**src/div64_pkg.sv**
```systemverilog
// ----------------------------------------------------------------------------
// div64_pkg
// Constants and control types shared by the 64-bit divider and its core.
// ----------------------------------------------------------------------------
package div64_pkg;

    localparam int DATA_WIDTH = 64;
    localparam int CNT_W      = $clog2(DATA_WIDTH);
    localparam int TDATA_W    = 2 * DATA_WIDTH;

    typedef logic [DATA_WIDTH-1:0] word_t;

    // top -> core
    typedef struct packed {
        logic start;
    } core_ctrl_t;

    // core -> top
    typedef struct packed {
        logic done;
    } core_stat_t;

endpackage

```
**src/div64_core.sv**
```systemverilog
// ----------------------------------------------------------------------------
// div64_core
// Radix-2 restoring shift-subtract divider on unsigned magnitudes.
// One quotient bit per cycle, DATA_WIDTH quotient bits per division.
// ----------------------------------------------------------------------------
module div64_core (
    input  logic                   aclk,
    input  logic                   aresetn,
    input  div64_pkg::core_ctrl_t  ctrl,
    input  div64_pkg::word_t       dividend,
    input  div64_pkg::word_t       divisor,
    output div64_pkg::core_stat_t  stat,
    output div64_pkg::word_t       quotient,
    output div64_pkg::word_t       remainder
);

    div64_pkg::word_t                q_reg, q_next;   // dividend shifts out, quotient in
    div64_pkg::word_t                r_reg, r_next;   // partial remainder
    div64_pkg::word_t                d_reg;           // divisor
    logic [div64_pkg::CNT_W-1:0]     cnt_reg, cnt_next;
    logic                            busy_reg, busy_next;
    logic                            done_reg, done_next;

    logic [div64_pkg::DATA_WIDTH:0]  trial;
    logic [div64_pkg::DATA_WIDTH:0]  diff;
    logic                            fits;

    // shared subtractor: one trial subtraction per cycle
    assign trial = {r_reg, q_reg[div64_pkg::DATA_WIDTH-1]};
    assign diff  = trial - {1'b0, d_reg};
    assign fits  = ~diff[div64_pkg::DATA_WIDTH];

    always_comb begin
        q_next    = q_reg;
        r_next    = r_reg;
        cnt_next  = cnt_reg;
        busy_next = busy_reg;
        done_next = 1'b0;
        if (ctrl.start) begin
            q_next    = dividend;
            r_next    = '0;
            cnt_next  = '0;
            busy_next = 1'b1;
        end else if (busy_reg) begin
            q_next   = {q_reg[div64_pkg::DATA_WIDTH-2:0], fits};
            r_next   = fits ? diff[div64_pkg::DATA_WIDTH-1:0]
                            : trial[div64_pkg::DATA_WIDTH-1:0];
            cnt_next = cnt_reg + 1'b1;
            if (cnt_reg == div64_pkg::CNT_W'(div64_pkg::DATA_WIDTH - 1)) begin
                busy_next = 1'b0;
                done_next = 1'b1;
            end
        end
    end

    always_ff @(posedge aclk) begin
        if (!aresetn) begin
            busy_reg <= 1'b0;
            done_reg <= 1'b0;
            cnt_reg  <= '0;
        end else begin
            busy_reg <= busy_next;
            done_reg <= done_next;
            cnt_reg  <= cnt_next;
        end
        q_reg <= q_next;
        r_reg <= r_next;
        if (ctrl.start) begin
            d_reg <= divisor;
        end
    end

    assign stat.done = done_reg;
    assign quotient  = q_reg;
    assign remainder = r_reg;

endmodule

```
**src/divider_64bit_signed_unsigned.sv**
```systemverilog
// ----------------------------------------------------------------------------
// divider_64bit_signed_unsigned
// 64-bit signed/unsigned divider returning quotient, remainder and a
// divide-by-zero flag; iterative restoring shift-subtract datapath.
// ----------------------------------------------------------------------------
//  channel | dir | ports                  | item contents
//  --------+-----+------------------------+------------------------------------
//  s_axis  | in  | tvalid tready tdata    | tdata: dividend[63:0], divisor
//          |     | tuser                  | [127:64]; tuser: kind (1 = signed)
//  m_axis  | out | tvalid tready tdata    | tdata: quotient[63:0], remainder
//          |     | tuser                  | [127:64]; tuser: divide_by_zero
//
//  Steps: after accept the core runs 64 iterations of the shared subtractor,
//  the sequencer sees the core finish, then the sign fix goes into the
//  output register. Divide by zero skips the core and goes straight to
//  the output register load.
//  One item in flight; s_axis_tready is high only while the sequencer idles.
//  A result waiting on m_axis does not block the next accept; a second result
//  waits in the sequencer until the output register frees.
//  aresetn is synchronous, active low; it clears control state only.
// ----------------------------------------------------------------------------
module divider_64bit_signed_unsigned (
    input  logic                             aclk,
    input  logic                             aresetn,
    // s_axis
    input  logic                             s_axis_tvalid,
    output logic                             s_axis_tready,
    input  logic [div64_pkg::TDATA_W-1:0]    s_axis_tdata,  // dividend, divisor
    input  logic                             s_axis_tuser,  // kind
    // m_axis
    output logic                             m_axis_tvalid,
    input  logic                             m_axis_tready,
    output logic [div64_pkg::TDATA_W-1:0]    m_axis_tdata,  // quotient, remainder
    output logic                             m_axis_tuser   // divide_by_zero
);

    typedef enum logic [1:0] {
        ST_IDLE,
        ST_RUN,
        ST_DONE
    } state_t;

    localparam int MSB = div64_pkg::DATA_WIDTH - 1;

    state_t state_reg;

    // operand unpacking
    div64_pkg::word_t in_a, in_b;
    logic             in_signed;
    logic             a_neg, b_neg;
    div64_pkg::word_t mag_a, mag_b;
    logic             accept;

    // per-item flags held while the core runs
    logic             neg_q_reg;   // quotient sign differs from magnitude
    logic             neg_r_reg;   // remainder takes dividend's sign
    logic             dz_reg;

    // core hookup
    div64_pkg::core_ctrl_t core_ctrl;
    div64_pkg::core_stat_t core_stat;
    div64_pkg::word_t      core_q, core_r;

    // result fix-up
    div64_pkg::word_t fix_q, fix_r;
    logic             out_free;
    logic             load_out;

    // output register
    logic                          m_valid_reg;
    logic [div64_pkg::TDATA_W-1:0] m_data_reg;
    logic                          m_user_reg;

    assign in_a      = s_axis_tdata[div64_pkg::DATA_WIDTH-1:0];
    assign in_b      = s_axis_tdata[div64_pkg::TDATA_W-1:div64_pkg::DATA_WIDTH];
    assign in_signed = s_axis_tuser;
    assign a_neg     = in_signed & in_a[MSB];
    assign b_neg     = in_signed & in_b[MSB];
    // two's complement negate; most negative maps onto itself, which is
    // the right unsigned magnitude
    assign mag_a     = a_neg ? (~in_a + 1'b1) : in_a;
    assign mag_b     = b_neg ? (~in_b + 1'b1) : in_b;

    assign s_axis_tready = (state_reg == ST_IDLE);
    assign accept        = s_axis_tvalid & s_axis_tready;

    // a zero divisor never starts the core
    assign core_ctrl.start = accept & (in_b != '0);

    div64_core u_core (
        .aclk      (aclk),
        .aresetn   (aresetn),
        .ctrl      (core_ctrl),
        .dividend  (mag_a),
        .divisor   (mag_b),
        .stat      (core_stat),
        .quotient  (core_q),
        .remainder (core_r)
    );

    // sign restore; min / -1 wraps naturally through the negate
    assign fix_q = dz_reg ? '0 : (neg_q_reg ? (~core_q + 1'b1) : core_q);
    assign fix_r = dz_reg ? '0 : (neg_r_reg ? (~core_r + 1'b1) : core_r);

    assign out_free = ~m_valid_reg | m_axis_tready;
    assign load_out = (state_reg == ST_DONE) & out_free;

    always_ff @(posedge aclk) begin
        if (!aresetn) begin
            state_reg   <= ST_IDLE;
            m_valid_reg <= 1'b0;
        end else begin
            // a new result takes priority over the one leaving
            if (load_out) begin
                m_valid_reg <= 1'b1;
            end else if (m_axis_tready) begin
                m_valid_reg <= 1'b0;
            end
            unique case (state_reg)
                ST_IDLE: begin
                    if (accept) begin
                        neg_q_reg <= a_neg ^ b_neg;
                        neg_r_reg <= a_neg;
                        dz_reg    <= (in_b == '0);
                        state_reg <= (in_b == '0) ? ST_DONE : ST_RUN;
                    end
                end
                ST_RUN: begin
                    if (core_stat.done) begin
                        state_reg <= ST_DONE;
                    end
                end
                ST_DONE: begin
                    if (out_free) begin
                        m_data_reg  <= {fix_r, fix_q};
                        m_user_reg  <= dz_reg;
                        state_reg   <= ST_IDLE;
                    end
                end
                default: begin
                    state_reg <= ST_IDLE;
                end
            endcase
        end
    end

    assign m_axis_tvalid = m_valid_reg;
    assign m_axis_tdata  = m_data_reg;
    assign m_axis_tuser  = m_user_reg;

endmodule
```
**config.mk**
```make
export PLATFORM = sky130hd
export DESIGN_NAME = divider_64bit_signed_unsigned
export DESIGN_NICKNAME = d
export VERILOG_FILES = /design/src/div64_pkg.sv /design/src/div64_core.sv /design/src/divider_64bit_signed_unsigned.sv
export SDC_FILE = /design/constraint.sdc
export NUM_CORES = 1
export LEC_CHECK = 0
export BUFFER_PORTS_ARGS = -buffer_cell sky130_fd_sc_hd__buf_4
export CAP_MARGIN = 30
export CORE_MARGIN = 1.5
export CORE_UTILIZATION = 45
export DETAILED_ROUTE_END_ITERATION = 16
export GPL_ROUTABILITY_DRIVEN = 0
export PLACE_DENSITY = 0.6
export RECOVER_POWER = 25
export SKIP_CTS_REPAIR_TIMING = 1
export SYNTH_ARGS = -nofsm -noshare
export SYNTH_HDL_FRONTEND = slang
export SYNTH_HIERARCHICAL = 1
export SYNTH_SLANG_ARGS = --single-unit
```
**constraint.sdc**
```tcl
create_clock -name aclk -period 7.4 [get_ports aclk]
set_clock_uncertainty 0.1 [all_clocks]
set_input_delay 1.48 -clock aclk [delete_from_list [all_inputs] [get_ports aclk]]
set_output_delay 1.48 -clock aclk [all_outputs]
set_load 0.02 [all_outputs]
```
# Word-level counts from Yosys, hierarchy flattened
# Cells that the tools add are included.
[totals]
output_inout_bits = 131
elab_cells = 68
register_bits = 335
inputBits = 133
[classes]
muxes = 18
n_addsub = 6
n_reduce_logical = 10
n_bitwise = 15
n_eq_ne = 6
[ops]
columns = ["op", "n"]
rows = [
  ["$mux W64", 7],
  ["$add A64 B1 Y64 const B", 4],
  ["$not A64 Y64", 4],
  ["$sub A65 B64 Y65", 1],
  ["$logic_not A64 Y1", 1],
  ["$reduce_bool A64 Y1", 1],
  ["$reduce_and A3 Y1", 3],
  ["$mux W2", 4],
  ["$add A6 B1 Y6 const B", 1],
  ["$eq A6 B6 Y1 const B", 1],
  ["$mux W1", 6],
  ["$pmux W2 S3", 1],
  ["$and A1 B1 Y1", 5],
  ["$ne A2 B1 Y1 const B", 2],
  ["$not A1 Y1", 4],
  ["$reduce_bool A2 Y1", 2],
  ["$reduce_or A3 Y1", 1],
  ["$eq A2 B1 Y1 const B", 1],
  ["$eq A2 B2 Y1 const B", 1],
  ["$logic_not A2 Y1", 1],
  ["$ne A2 B2 Y1 const B", 1],
  ["$reduce_or A2 Y1", 1],
  ["$or A1 B1 Y1", 1],
  ["$xor A1 B1 Y1", 1],
]

# Logic depth before layout (Yosys ltp)
# Gate-level depths: netlist of the first run.
[logic_depth]
word_depth = 4
ltp_mapped = 14
depth_no_buf = 12

# By module
# Netlist of the first run, hierarchy kept.
[modules_own_cells]
columns = ["module", "area_each_um2", "cells_each", "seq_area_each_um2", "instances"]
rows = [
  ["div64_core", 12559.5, 1325, 5285.1, 1],
  ["divider_64bit_signed_unsigned", 11456.0, 1345, 4023.9, 1],
]

# Worst setup path before layout of the first run
# No wires, ideal clock.
[synth_path]
path_kind = "input port to flip-flop"
startpoint = "input port s_axis_tdata[64] in the netlist's numbering"
endpoint = "register u_core.q_reg[0], in the netlist u_core/quotient[0] (enable)"
t_required_ns = 6.882
arrival_ns = 5.885
slack_ns = 0.997
cell_stages = 11
setup_ns = 0.418
path_cell_list = "inv_1 > ha_1 > nor2b_1 > nand3_1 > nor4_1 > clkbuf_1 > nand2_1 > and3_1 > nor2_1 > clkbuf_1 > inv_1"
[synth_via]
elab_chain_len = 3
[synth_lines]
columns = ["element", "line_no", "text"]
rows = [
  ["from (decl)", "divider_64bit_signed_unsigned.sv:28", "input logic [div64_pkg::TDATA_W-1:0] s_axis_tdata,"],
  ["$reduce_bool A64 Y1", "divider_64bit_signed_unsigned.sv:88", "assign core_ctrl.start = accept & (in_b != '0);"],
  ["$and A1 B1 Y1", "divider_64bit_signed_unsigned.sv:88", ""],
  ["via core_ctrl", "divider_64bit_signed_unsigned.sv:60", "div64_pkg::core_ctrl_t core_ctrl;"],
  ["$reduce_bool A2 Y1 (no line)", "--", ""],
  ["to (signal assigned)", "div64_core.sv:66", "q_reg <= q_next;"],
  ["to (decl)", "div64_core.sv:17", "div64_pkg::word_t q_reg, q_next;"],
]
# The timed path passes the listed nets, and every way through them passes these cells.
# A chain may end at the register's enable or synchronous reset.

==> impl_metrics.csv, run 1 <==
group,metric,value,unit
route,drtPass1Iterations,6,
route,routed_via_density,6.22,
cts,clock_path_buffers,3,
pwr,p_sw_frac,0.331,
yosys,synth_area,24000,sq um
grt,antenna_found_initial,1,
worst_setup_path,critPathMaxFanout,82,
timing,relSlewSlack,-1.19,
route,antenna_left,0,
timing,maxSlewViolCount,313,
floorplanning,die_h,234,um
yosys,synth.top_cells.by_area,"edfxtp_1, xor2_1, dfxtp_1",
final_layout,largest_reg_flops,128,
grt,grt_max_degree,103,
grt,grt_first_pass_wirelength,115000,um
cts,cts.sink_count,335,
yosys,ys_seq_area_frac,0.388,
status,status,"complete, but fails checks",
job,cap_violations,6,
floorplanning,initial_utilization,0.456,
timing,period_share,0.733,
yosys,synthFlopType,"edfxtp_1",
worst_setup_path,crit_arrival,5.62,ns
worst_hold_path,hp-class,"register to register",
timing,hold_violations,0,
timing,rsz0062_at_grt,"no",
route,drt-initial-drc-count,2164,
route,met3_length,6110,um
floorplanning,design.core.area,52700,sq um
floorplanning,ios,264,
route,met1_length,34800,um
yosys,yosysTopAreaCellShare,0.325,
place,post-dp-hpwl,56500,um
yosys,syn_inst,2670,
pwr,p_leak,10.2,nW
cts,clkTransAtPathRegs,0.06,ns
grt,grt_overflow,0,
worst_setup_path,worst_setup_path_end_kind,"register",
status,violations,"max-capacitance violations, max-slew violations",
final_layout,nNetsFinal,3062,
final_layout,drive_gt1_frac,0.132,
yosys,synth_top_area_cell,"edfxtp_1",
timing,worst_pin_slew,3.28,ns
pwr,vdd_drop_max,0.000138,V
yosys,synth_edf_count,260,
timing,holdWs,0.394,ns
pwr,powerDensity,219,nW/um^2
pwr,pwr-share-comb,0.255,
yosys,yosys_warnings,6,
grt,grt_pass1_vias,20400,
yosys,syn_nets,2873,
grt,track_usage,0.266,
pwr,p_switching,1.98,mW
final_layout,synthToLayoutAreaGrowth,14.1,%
worst_setup_path,start_kind,"register",
yosys,synth-seq-cells,335,
cts,cts_root_buffer,"clkbuf_16",
route,dr_wl_met2,32600,um
yosys,async_flop_share,0,
floorplanning,dieWidth,234,um
route,highest_layer,"met4",
final_layout,seqCellArea,9310,sq um
pwr,pwr-share-clk,0.337,
yosys,synth_area_per_cell,8.99,sq um
timing,maxClockFrequency,0.184,GHz
worst_setup_path,crit_type,"register to register",
yosys,yosys-top-cells-count,"nor2_1, edfxtp_1, xor2_1",
route,drc,0,
cts,clkLatencyLatePin,0.58,ns
route,routed_wl,75300,um
cts,cts_buffers,38,
pwr,power.total,6.00,mW
timing,fin_tns_setup,0,ns
timing,min_period,5.42,ns
cts,htreeDepth,2,
yosys,ys_types,93,
worst_setup_path,cp_data_required_time,7.60,ns
final_layout,fillers,4903,
yosys,synth.most_common_cell,"nor2_1",
final_layout,multi_input_area,13700,sq um
pwr,seqPwrFrac,0.409,
cts,cts_tree,"done",
route,vias,22200,
timing,setup_viol,0,
route,wl_per_cell,21.1,um
floorplanning,row_count,84,
place,io_buffers,263,
floorplanning,die-area,54800,sq um
pwr,p_int,4.02,mW
-- worst paths after layout --
check | depth (start not counted) | to | slack [ns] | start
min | 2 | u_core/cnt_reg[5]$_SDFFE_PP0P_ | 0.39 | u_core/cnt_reg[5]$_SDFFE_PP0P_
max | 5 | m_axis_tdata[54]$_SDFFCE_PP0P_ | 1.98 | dz_reg$_DFFE_PP_
min reg2reg | 2 | u_core/cnt_reg[5]$_SDFFE_PP0P_ | 0.39 | u_core/cnt_reg[5]$_SDFFE_PP0P_
max reg2reg | 5 | m_axis_tdata[54]$_SDFFCE_PP0P_ | 1.98 | dz_reg$_DFFE_PP_
-- per-layer routing --
layer,global-route usage,up-vias
met5,0,-
met4,0.0729,0
li1,-,10500
met3,0.0404,109
met1,0.397,10700
met2,0.395,945
-- per-stage QoR --
step           std cells  instance area [sq um]  setup slack, ns   util
4_1_cts             3574                  27800             2.45  0.528
5_1_grt             3576                  27400             1.39  0.521
6_report            3576                  27400             1.98  0.521
3_3_place_gp        3502                  26500             2.17  0.503
2_1_floorplan       2670                  24000            0.997      -
3_5_place_dp        3506                  26500             1.84  0.503
-- cell usage in the layout, fill, tap and decap left out, types with 74 or more instances in the layout --
cell      netlist  final
o21ai_0        87     87
nor2_1        298    298
inv_1         115    114
nand3_1       100    100
xor2_1        188    188
mux2_2         80     80
edfxtp_1      260    260
nor4_1         80     79
dfxtp_1        75     74
a21oi_1       149    149
clkbuf_1      106    112
nor3_1        106    105
buf_4           1    178
nand2_1       160    160
-- critical path, cell delays in order (launching register included) --
cell and delay [ns]:
edfxtp_1 0.32, clkbuf_1 1.51, clkbuf_1 2.42, nor2_1 0.27, a211oi_1 0.34, o311ai_0 0.16
-- kinds of logic (layout without fill, tap and decap cells) --
kind of cell | after synthesis | in the layout | synth area share
and+or+nand+nor | 1016 | 1016 | 0.213
AOI/OAI and AO/OA | 639 | 639 | 0.183
DFF | 335 | 335 | 0.388
buffers and inverters | 262 | 479 | 0.0434
xor gates and xnor gates | 252 | 252 | 0.0919
muxes | 96 | 96 | 0.0442
adders and majority gates | 70 | 70 | 0.0368
other | 0 | 1 | 0
-- power groups by stage --
| stage | Sequential [mW] | Combinational, mW | Clock (mW) |
|---|---|---|---|
| 6_report | 2.45 | 1.53 | 2.02 |
| 5_1_grt | 2.47 | 1.67 | 2.13 |
| 4_1_cts | 2.44 | 1.50 | 2.06 |
| 3_5_place_dp | 2.48 | 1.49 | 0 |
| 3_3_place_gp | 2.48 | 1.46 | 0 |
| 2_1_floorplan | 2.38 | 1.10 | 0 |
-- final cells by class --
| cell class | instances | share of cell area |
|---|---|---|
| Multi-Input combinational cell | 2073 | 0.499 |
| Sequential cell | 335 | 0.340 |
| Timing Repair Buffer | 294 | 0.0655 |
| Clock buffer | 40 | 0.0350 |
| Tap cell | 688 | 0.0314 |
| Inverter | 117 | 0.0160 |
| Clock inverter | 28 | 0.0130 |
| Antenna cell | 1 | 0.0000913 |
(Power assumes the default switching activity.)
==> inputs of run 2 (changes only) <==
==> constraint.sdc (replaced) <==
create_clock -name aclk -period 5.6 [get_ports aclk]
set_clock_uncertainty 0.1 [all_clocks]
set_input_delay 1.12 -clock aclk [delete_from_list [all_inputs] [get_ports aclk]]
set_output_delay 1.12 -clock aclk [all_outputs]
set_load 0.02 [all_outputs]
==> impl_metrics.csv, run 2 (synthesized netlist as in run 1, its figures left out) <==
group,metric,value,unit
job,cap_violations,3,
timing,setup_viol,0,
pwr,pwr-share-clk,0.336,
worst_setup_path,r2r_cells,13,
pwr,vdd_drop_max,0.000198,V
pwr,p_leak,10.6,nW
worst_setup_path,crit_arrival,4.69,ns
cts,htreeDepth,2,
timing,hold_violations,0,
pwr,p_int,5.31,mW
worst_setup_path,cp_data_required_time,5.94,ns
grt,grt_overflow,0,
grt,grt_max_degree,158,
route,drc,0,
timing,worst_pin_slew,3.26,ns
final_layout,layout_common_cells,"nor2_1, buf_4, edfxtp_1",
cts,cts_tree,"done",
cts,clkLatencyLatePin,0.58,ns
grt,grt_first_pass_wirelength,113000,um
worst_setup_path,worst_setup_path_end_kind,"register",
final_layout,largest_reg_flops,128,
route,drtPass1Iterations,6,
route,routed_via_density,6.14,
cts,clock_path_buffers,3,
route,routed_wl,74000,um
worst_setup_path,r2r_setup_slack,1.25,ns
worst_hold_path,hold_end,"u_core/cnt_reg[5]$_SDFFE_PP0P_",
worst_setup_path,max_stage_delay,0.55,ns
cts,cts.sink_count,335,
grt,antenna_found_initial,0,
timing,maxSlewViolCount,336,
worst_hold_path,hp-class,"register to register",
cts,cts_root_buffer,"clkbuf_16",
worst_setup_path,crit_chain,"inv_1 -> ha_1 -> fa_1 -> nand2b_1 -> a21o_1 -> a31o_2 -> o2111ai_2 -> nand2_2 -> o31ai_4 -> and3_1 -> buf_12 -> nor2_1 -> o311a_1",
timing,rsz0062_at_grt,"no",
worst_hold_path,hold_depth,2,
route,vias,22000,
timing,maxClockFrequency,0.230,GHz
grt,grt_pass1_vias,20000,
final_layout,nNetsFinal,3066,
cts,cts_buffers,39,
final_layout,mostFrequentLayoutCell,"nor2_1",
timing,period_share,0.778,
worst_hold_path,holdCritStartpoint,"u_core/cnt_reg[5]$_SDFFE_PP0P_",
route,antenna_left,0,
cts,clkTransAtPathRegs,0.06,ns
worst_setup_path,start_kind,"register",
place,post-dp-hpwl,55800,um
floorplanning,die-area,54800,sq um
worst_setup_path,crit_type,"register to register",
worst_setup_path,critPathMaxFanout,44,
pwr,powerDensity,284,nW/um^2
floorplanning,initial_utilization,0.456,
floorplanning,dieWidth,234,um
timing,min_period,4.35,ns
route,drt-initial-drc-count,2013,
timing,holdWs,0.398,ns
final_layout,instances_no_fill,3580,
floorplanning,ios,264,
status,status,"complete, but fails checks",
worst_setup_path,worstReg2RegStart,"u_core/quotient[63]$_DFFE_PP_",
timing,fin_tns_setup,0,ns
grt,track_usage,0.263,
route,wl_per_cell,20.7,um
floorplanning,design.core.area,52700,sq um
floorplanning,row_count,84,
pwr,pwr-share-comb,0.255,
final_layout,synthToLayoutAreaGrowth,15.8,%
timing,relSlewSlack,-1.17,
floorplanning,die_h,234,um
final_layout,drive_gt1_frac,0.165,
status,violations,"max-capacitance violations, max-slew violations",
pwr,p_sw_frac,0.328,
worst_setup_path,crit_slowest_cell,"and3_1",
pwr,p_switching,2.59,mW
place,placed_cells,3510,
pwr,seqPwrFrac,0.409,
final_layout,n_antenna_cell,0,
place,io_buffers,263,
worst_setup_path,r2r-end,"u_core/remainder[26]$_SDFFE_PP0P_",
==> run 2: cell types whose count changed in the layout (fill, tap and decap cells not counted), moves of 3 or more <==
cell and delta:
buf_4 +95, bufinv_16 -3, clkbuf_1 -92, clkbuf_16 +3, clkbuf_8 +5
==> run 2: worst max-delay path by stage <==
stage / slack (ns) / start / end / depth (start not counted)
2_1_floorplan: 0.09 / s_axis_tdata[70] / u_core/quotient[0]$_DFFE_PP_ / 9
3_3_place_gp: 0.90 / s_axis_tdata[75] / u_core/quotient[51]$_DFFE_PP_ / 8
3_5_place_dp: 0.83 / s_axis_tdata[75] / u_core/quotient[47]$_DFFE_PP_ / 8
4_1_cts: 1.28 / u_core/quotient[63]$_DFFE_PP_ / u_core/remainder[26]$_SDFFE_PP0P_ / 13
5_1_grt: 0.87 / dz_reg$_DFFE_PP_ / m_axis_tdata[127]$_SDFFCE_PP0P_ / 5
6_report: 1.25 / u_core/quotient[63]$_DFFE_PP_ / u_core/remainder[26]$_SDFFE_PP0P_ / 13
==> run 2: power groups by stage <==
stage / clock network, mW / registers [mW] / logic (mW)
after global routing: 2.80 / 3.26 / 2.21
after global placement: 0 / 3.26 / 1.93
after floorplan: 0 / 3.14 / 1.45
after CTS: 2.70 / 3.22 / 1.98
after detailed placement: 0 / 3.27 / 1.97
final: 2.66 / 3.23 / 2.01
==> run 2: worst max-delay path, delay by kind of cell (launching register included) <==
kind | cells | cell delay (ns)
compound gates | 5 | 1.55
simple gates | 4 | 1.13
fa+ha+maj | 2 | 0.62
buf+inv | 2 | 0.37
flops | 1 | 0.45
==> run 2: per-layer routing <==
layer | share of wire | GRT usage | vias up
li1 | - | - | 10500
met1 | 0.47 | 0.398 | 10500
met2 | 0.43 | 0.389 | 932
met3 | 0.079 | 0.0418 | 85
met4 | 0.017 | 0.0577 | 0
met5 | 0 | 0 | -
==> run 2: final cells by class <==
cell class / count / area (sq um)
Clock buffer: 48 / 1100
Clock inverter: 22 / 234
Fill cell: 4844 / 24800
Inverter: 117 / 439
Multi-Input combinational cell: 2073 / 13700
Sequential cell: 335 / 9310
Tap cell: 688 / 861
Timing Repair Buffer: 297 / 2180
==> run 2: through the flow <==
stage | power, mW | utilization | worst slack [ns] | area, sq um
6_report | 7.90 | 0.528 | 1.25 | 27800
5_1_grt | 8.27 | 0.528 | 0.872 | 27800
4_1_cts | 7.90 | 0.530 | 1.28 | 27900
3_5_place_dp | 5.24 | 0.505 | 0.831 | 26600
3_3_place_gp | 5.20 | 0.505 | 0.905 | 26600
2_1_floorplan | 4.59 | - | 0.0850 | 24000
